[src/design/gravity_removed_linear_accel_unit_macros.svh]
// ----------------------------------------------------------------------------
// Assertion macros for the gravity removed linear acceleration unit
// Shared concurrent assertion wrappers, clocked on the rising edge.
// ----------------------------------------------------------------------------
`ifndef GRAVITY_REMOVED_LINEAR_ACCEL_UNIT_MACROS_SVH
`define GRAVITY_REMOVED_LINEAR_ACCEL_UNIT_MACROS_SVH

// Checked only while out of reset
`define GRA_ASSERT(lbl, clk, rstn, prop, msg) \
  lbl: assert property (@(posedge clk) disable iff (!(rstn)) prop) else $error(msg);

// Checked at every edge, reset included
`define GRA_ASSERT_ALWAYS(lbl, clk, prop, msg) \
  lbl: assert property (@(posedge clk) prop) else $error(msg);

`endif

[src/design/gra_pkg.sv]
// ----------------------------------------------------------------------------
// gra_pkg
// Types, widths, register codes and reset values of the linear accel unit.
// ----------------------------------------------------------------------------
package gra_pkg;

  localparam int unsigned ACCEL_FRAC_BITS = 16;

  localparam int unsigned ACC_W  = 32;
  localparam int unsigned QUAT_W = 32;
  localparam int unsigned DT_W   = 25;
  localparam int unsigned TAU_W  = 25;
  localparam int unsigned GRAV_W = 22;
  localparam int unsigned DB_W   = 22;
  localparam int unsigned CNT_W  = 16;
  localparam int unsigned CFG_W  = 32;

  // Register indexes
  localparam logic [1:0] CFG_TAU  = 2'd0;
  localparam logic [1:0] CFG_GRAV = 2'd1;
  localparam logic [1:0] CFG_DB   = 2'd2;
  localparam logic [1:0] CFG_CONV = 2'd3;

  // Reset values: tau 0.3 s, g 9.81, deadband 0.2, limit 3000
  localparam logic [TAU_W-1:0] TAU_RESET =
    TAU_W'((64'd3 * (64'd1 << 24) + 64'd5) / 64'd10);
  localparam logic [GRAV_W-1:0] GRAV_RESET =
    GRAV_W'((64'd981 << ACCEL_FRAC_BITS) / 64'd100);
  localparam logic [DB_W-1:0] DB_RESET =
    DB_W'((64'd2 << ACCEL_FRAC_BITS) / 64'd10);
  localparam logic [CNT_W-1:0] CONV_RESET = CNT_W'(3000);

  typedef struct packed {
    logic signed [ACC_W-1:0]  accel_x;
    logic signed [ACC_W-1:0]  accel_y;
    logic signed [ACC_W-1:0]  accel_z;
    logic signed [QUAT_W-1:0] quat_w;
    logic signed [QUAT_W-1:0] quat_x;
    logic signed [QUAT_W-1:0] quat_y;
    logic signed [QUAT_W-1:0] quat_z;
    logic [DT_W-1:0]          delta_time;
  } accel_in_t;

  typedef struct packed {
    logic signed [ACC_W-1:0] lin_accel_x;
    logic signed [ACC_W-1:0] lin_accel_y;
    logic signed [ACC_W-1:0] lin_accel_z;
    logic                    converged;
  } accel_out_t;

  // Queue entry: sample plus the flag decided at acceptance
  typedef struct packed {
    accel_in_t smp;
    logic      conv;
  } job_t;

  typedef struct packed {
    logic [TAU_W-1:0]  tau;
    logic [GRAV_W-1:0] grav;
    logic [DB_W-1:0]   db;
  } cfg_t;

  typedef struct packed {
    logic idle;
    logic deliver;
  } bk_stat_t;

  // Saturate a 40-bit signed value to 32 bits
  function automatic logic signed [31:0] sat32(input logic signed [39:0] v);
    logic signed [31:0] r;
    if (v > 40'sh007FFFFFFF) begin
      r = 32'sh7FFFFFFF;
    end else if (v < -40'sh0080000000) begin
      r = 32'sh80000000;
    end else begin
      r = v[31:0];
    end
    return r;
  endfunction

endpackage

[src/design/gra_front.sv]
// ----------------------------------------------------------------------------
// gra_front
// Accepts samples, keeps the sample count and tags each with converged.
// ----------------------------------------------------------------------------
module gra_front (
  input  logic                         clk_i,
  input  logic                         rst_ni,
  input  logic                         in_valid_i,
  output logic                         in_ready_o,
  input  gra_pkg::accel_in_t           in_data_i,
  input  logic [gra_pkg::CNT_W-1:0]    conv_limit_i,
  input  logic                         q_full_i,
  output logic                         q_push_o,
  output gra_pkg::job_t                q_data_o
);
  import gra_pkg::*;

  logic [CNT_W-1:0] cnt_q, cnt_d;
  logic             conv;

  assign in_ready_o = !q_full_i;
  assign q_push_o   = in_valid_i && !q_full_i;
  assign conv       = (cnt_q > conv_limit_i);

  assign q_data_o.smp  = in_data_i;
  assign q_data_o.conv = conv;

  // count until converged, saturating at all ones
  always_comb begin
    cnt_d = cnt_q;
    if (q_push_o && !conv && (cnt_q != {CNT_W{1'b1}})) cnt_d = cnt_q + 1'b1;
  end

  always_ff @(posedge clk_i or negedge rst_ni) begin
    if (!rst_ni) begin
      cnt_q <= '0;
    end else begin
      cnt_q <= cnt_d;
    end
  end

endmodule

[config.mk]
export PLATFORM = sky130hd
export DESIGN_NAME = gra_front
export DESIGN_NICKNAME = d
export VERILOG_FILES = /design/src/design/gravity_removed_linear_accel_unit_macros.svh /design/src/design/gra_pkg.sv /design/src/design/gra_front.sv
export SDC_FILE = /design/constraint.sdc
export NUM_CORES = 1
export LEC_CHECK = 0
export ABC_AREA = 0
export BUFFER_PORTS_ARGS = -buffer_cell sky130_fd_sc_hd__buf_4
export CAP_MARGIN = 10
export CORE_AREA = 8 8 194 196
export CTS_CLUSTER_SIZE = 14
export DETAILED_ROUTE_END_ITERATION = 16
export DIE_AREA = 0 0 202 204
export PLACE_DENSITY_LB_ADDON = 0.15
export SLEW_MARGIN = 20
export SYNTH_ARGS = -nofsm -noshare
export SYNTH_HDL_FRONTEND = slang
export SYNTH_SLANG_ARGS = --single-unit
[constraint.sdc]
create_clock -name clk_i -period 3.2 [get_ports clk_i]
set_input_delay 0.16 -clock clk_i [delete_from_list [all_inputs] [get_ports clk_i]]
set_output_delay 0.16 -clock clk_i [all_outputs]
set_load 0.005 [all_outputs]
### Yosys cells after proc, flatten, opt, wreduce, memory -nomap -nowiden

Index checks and enable logic that the tools add are counted.

* flip-flop bits (word level): 16
* input port bits: 269
* output and inout bits: 252
* word-level logic and storage cells: 9

* $add $sub $neg: 1
* $lt $le $gt $ge: 1
* equality and inequality tests: 1
* reductions and logical operators: 5

Operators by type and width (number)
* adder 16 x 1 -> 16 bit, second input constant: 1
* greater-than comparator 16 bit: 1
* inequality test 16 bit, second input constant: 1
* logical AND 1 bit: 3
* zero test 1 bit: 2

### Logic depth before layout (Yosys ltp)

* word-level depth: 4
* mapped depth: 10
* depth with buffers taken out: 9

### Least setup slack after synthesis

No wires, ideal clock.

* kind: reg-to-reg
* start point: register cnt_q[13]
* end point: register cnt_q[1]
* library setup time: 0.125 ns
* arrival: 1.913 ns
* data required time: 3.075 ns
* setup slack: 1.162 ns
* cell stages (with the launch flop): 8
* buffers on the path: 0
* clock period less this slack: 2.038 ns
* cells stage by stage: dfrtp_1 -> ha_1 -> nand4_2 -> nor4_2 -> and4_1 -> a22o_4 -> nand2_2 -> mux2_4

* longest elaborated chain between the ends: 4
* elaborated cells on any way between the ends: 5
* those cells by class: 1 x order compare; 1 x eq/ne; 3 x reduce/logical

RTL lines
* start, declared: line gra_front.sv:18 `logic [CNT_W-1:0] cnt_q, cnt_d;`
* start signal, assigned: line gra_front.sv:38 `cnt_q <= cnt_d;`
* greater-than comparator 16 bit: line gra_front.sv:23 `assign conv = (cnt_q > conv_limit_i);`
* zero test 1 bit: line gra_front.sv:31 `if (q_push_o && !conv && (cnt_q != {CNT_W{1'b1}})) cnt_d = cnt_q + 1'b1;`
* logical AND 1 bit: line gra_front.sv:31
* logical AND 1 bit (*): line gra_front.sv:31

Every way passes the cells marked *; elsewhere a longest branch is shown, timed or not.
A chain may end at the register's enable or synchronous reset.

==> metrics.log <==
INFO  metric grt_use_total = 4.517%
INFO  metric cts.sinks = 16
INFO  metric synth_compound_area_share = 2.791%
INFO  metric worst-endpoint-arrival = 2.27 ns
INFO  metric start_kind = flip-flop
INFO  metric max_freq = 412.0 MHz
INFO  metric muxShareOfSynthArea = 0.7974%
INFO  metric biggestRegsByFlops = cnt_q (16)
INFO  metric most_frequent_cells_in_the_layout = 23 x buf_4, 20 x inv_1, 17 x ha_1, 16 x dfrtp_1, 14 x xnor2_1
INFO  metric netlist-cell-type-count = 31
INFO  metric place.port_buffers = 22
INFO  metric worstReg2RegEnd = cnt_q[1]$_DFFE_PN0P_
INFO  metric finalSetupTns = 0 ns
INFO  metric avgViaCountPerCell = 2.103
INFO  metric report.final.slew_viol_count = 0
INFO  metric count_of_state_elements_after_synthesis = 16
INFO  metric timing.critical_path.fanout_max = 5
INFO  metric floorplan.die.height = 204 um
INFO  metric numCtsBuffers = 3
INFO  metric route.detailed.drc = 0
INFO  metric initial_core_util = 9.019%
INFO  metric timing.hold.worst_path_depth = 0
INFO  metric period_needed = 2.427 ns
INFO  metric final_cell_count_no_fill = 620
INFO  metric crit_path_end_kind = primary output
INFO  metric r2r_slack = 0.85 ns
INFO  metric synth_fp_nets = 668
INFO  metric hold_endpoint = q_data_o[109]
INFO  metric clk_path_buf_depth = 2
INFO  metric tightestPinTransition = 0.5196 ns
INFO  metric ctsRootBufferMaster = clkbuf_16
INFO  metric cts_tree = yes
INFO  metric worst_clock_skew = 0.001931 ns
INFO  metric post-cts-setup-buffer-count = 0
INFO  metric setup-violations-final = 0
INFO  metric synthSimpleGateAreaFrac = 10.13%
INFO  metric dp_hpwl = 9.008 mm
INFO  metric syn_to_final_growth = -33.41%
INFO  metric run_status = complete, no violations
INFO  metric yosysWarningCount = 0
INFO  metric worst_reg_to_reg_cells = 7
INFO  metric clock_transition_at_the_registers_of_the_reported_paths = 0.05 ns
INFO  metric crit_chain = ha_1, nand4_2, nor4_2, a22oi_1, a21oi_1, buf_4
INFO  metric power_density = 366.5 nW/um^2
INFO  metric post_cts_hold_buffer_count = 1
INFO  metric drt_first_iter_violations = 42
INFO  metric drv.max_cap_violation_count = 0
INFO  metric die-area = 41210 um^2
INFO  metric critPathKind = flip-flop to primary output
INFO  metric grt_max_degree = 17
INFO  metric core_area = 34790 um^2
INFO  metric hold_path_startpoint = in_data_i[108]
INFO  metric postSynthAreaPerCell = 8.215 um^2
INFO  metric drtAntennaViolNets = 0
INFO  metric crit-reg2reg-launch = cnt_q[13]$_DFFE_PN0P_
INFO  metric synth_fa_ha_area_share = 6.778%
INFO  metric holdCritPathClass = input pin to primary output
INFO  metric critical-path-max-stage-delay = 0.43 ns
INFO  metric cts_htree_levels = 1
INFO  metric placement_rows = 69
INFO  metric i_o_pin_count = 521
INFO  metric synth-seq-area-share = 12.76%
INFO  metric largest_family_of_logic_cells_by_synthesized_area = buffers and inverters
INFO  metric num_vias = 1304
INFO  metric ratio_of_cells_with_drive_above_1_in_the_final_layout = 24.53%
INFO  metric slew-limit-headroom = 65.23%
INFO  metric cts_resizes = 0
INFO  metric clock_latency = 0.25 ns
INFO  metric grt_first_pass_wirelength = 12.88 mm
INFO  metric placed_cells_incl_taps = 615
INFO  metric synthesis.instances = 382
INFO  metric layout_worst_path_cycle_share = 75.85%
INFO  metric antennaDiodeCount = 0
INFO  metric finalWeightedCongestion = 0.6511
INFO  metric timing.critical_path.required = 3.04 ns
INFO  metric number_of_hold_violations_in_the_final_report = 0
INFO  metric synth_area = 3138 um^2
INFO  metric unrepaired_setup_endpoints_after_global_routing = no
INFO  metric final_net_count = 446
INFO  metric crit_path_top_delay_cell = dfrtp_1
INFO  metric antenna_found_initial = 0
INFO  metric leakage = 0.7797 nW
INFO  metric detail_routed_net_length_per_standard_cell = 16.31 um
INFO  metric drt_first_pass_iters = 4
INFO  metric route.final.wire_length = 10.12 mm
INFO  metric number_of_flip_flops_under_the_largest_register_name = 16
INFO  metric mostFrequentLayoutCell = buf_4
INFO  metric registers.top_by_ff_count = cnt_q
INFO  metric first_global_vias = 1444
INFO  metric power.ir.vdd_worst = 0.2113 mV
INFO  metric die-width = 202 um
INFO  metric yosys.area_share.xor_xnor = 3.907%
INFO  metric grt_overflow = 0
## where the power goes
group	leakage [nW]	switching, mW	internal, mW
logic	0.527	0.104	0.101
clock network	0.0442	0.0832	0.190
registers	0.209	0.0508	0.237
total	0.780	0.238	0.528
## worst max-delay path by stage
stage | slack (ns) | end | from | cells after the start
finish | 0.77 | q_data_o[0] | cnt_q[13]$_DFFE_PN0P_ | 6
global route | 0.51 | q_data_o[0] | cnt_q[13]$_DFFE_PN0P_ | 6
CTS | 0.58 | q_data_o[0] | cnt_q[13]$_DFFE_PN0P_ | 6
detailed placement | 0.85 | cnt_q[1]$_DFFE_PN0P_ | cnt_q[13]$_DFFE_PN0P_ | 7
global placement | 0.91 | cnt_q[1]$_DFFE_PN0P_ | cnt_q[13]$_DFFE_PN0P_ | 7
floorplan | 1.16 | cnt_q[1]$_DFFE_PN0P_ | cnt_q[13]$_DFFE_PN0P_ | 7
## per-layer routing
layer  up-vias  GRT usage [%]  part of all wire, %
met5         -         0.2378                    0
met4         0          3.783                  8.6
met3        78          4.216                   20
met2       183          7.059                   46
met1       528          3.305                   26
li1        515              -                    -
## stage by stage
| step | setup WS, ns | power [mW] | utilization, % | hold slack [ns] | area, um^2 |
|---|---|---|---|---|---|
| 6_report | 0.7727 | 0.7658 | 6.006 | 0.3200 | 2090 |
| 5_1_grt | 0.5147 | 0.8278 | 6.006 | 0.3200 | 2090 |
| 4_1_cts | 0.5758 | 0.7940 | 6.006 | 0.3200 | 2090 |
| 3_5_place_dp | 0.8453 | 0.4989 | 5.722 | 0.06356 | 1991 |
| 3_3_place_gp | 0.9081 | 0.5075 | 5.722 | 0.05770 | 1991 |
| 2_1_floorplan | 1.162 | 0.6611 | - | -0.1356 | 3138 |
## critical path: cells and delay by family (launching register included)
family	cells	cell delay, ns
and+or+nand+nor	2	0.50
adders and majority gates	1	0.33
AOI/OAI and AO/OA	2	0.57
buffers and inverters	1	0.20
DFF	1	0.43
## cell families after synthesis
group           count (synthesis)
compound gates                 14
flops                          16
xor+xnor                       14
mux                             2
fa+ha+maj                      17
simple gates                   48
buf+inv                       271
## cell usage after synthesis
master | n | share of area (%)
ha_1 | 17 | 6.8
buf_12 | 1 | 0.64
nand2_2 | 1 | 0.20
nand4_2 | 1 | 0.40
nor4_2 | 1 | 0.40
inv_1 | 20 | 2.4
nor2_1 | 6 | 0.72
and4_1 | 1 | 0.28
a21oi_1 | 7 | 1.1
nor3_1 | 2 | 0.32
mux2_4 | 1 | 0.48
and3_1 | 5 | 1.0
nand3_1 | 6 | 0.96
nand2_1 | 7 | 0.84
nand3b_1 | 1 | 0.24
nor2b_1 | 1 | 0.20
and3_4 | 1 | 0.36
a211oi_1 | 1 | 0.24
a22o_4 | 1 | 0.56
nand3_2 | 4 | 1.3
nand3_4 | 1 | 0.56
buf_4 | 250 | 60
mux2i_1 | 1 | 0.32
nor3b_4 | 1 | 0.60
and2_1 | 1 | 0.20
a22oi_1 | 1 | 0.24
xnor2_1 | 14 | 3.9
nor4_1 | 2 | 0.40
o21ai_0 | 4 | 0.64
nand4_1 | 6 | 1.2
dfrtp_1 | 16 | 13
## layout make-up
type / count / area (um^2)
fillers: 4086 / 32700
repair buffers: 24 / 182.7
multi-input cells: 95 / 765.7
clock buffers: 4 / 88.84
well taps: 461 / 576.8
flip-flops and latches: 16 / 400.4
inverters: 20 / 75.07
Power figures use the tool's default switching activity.
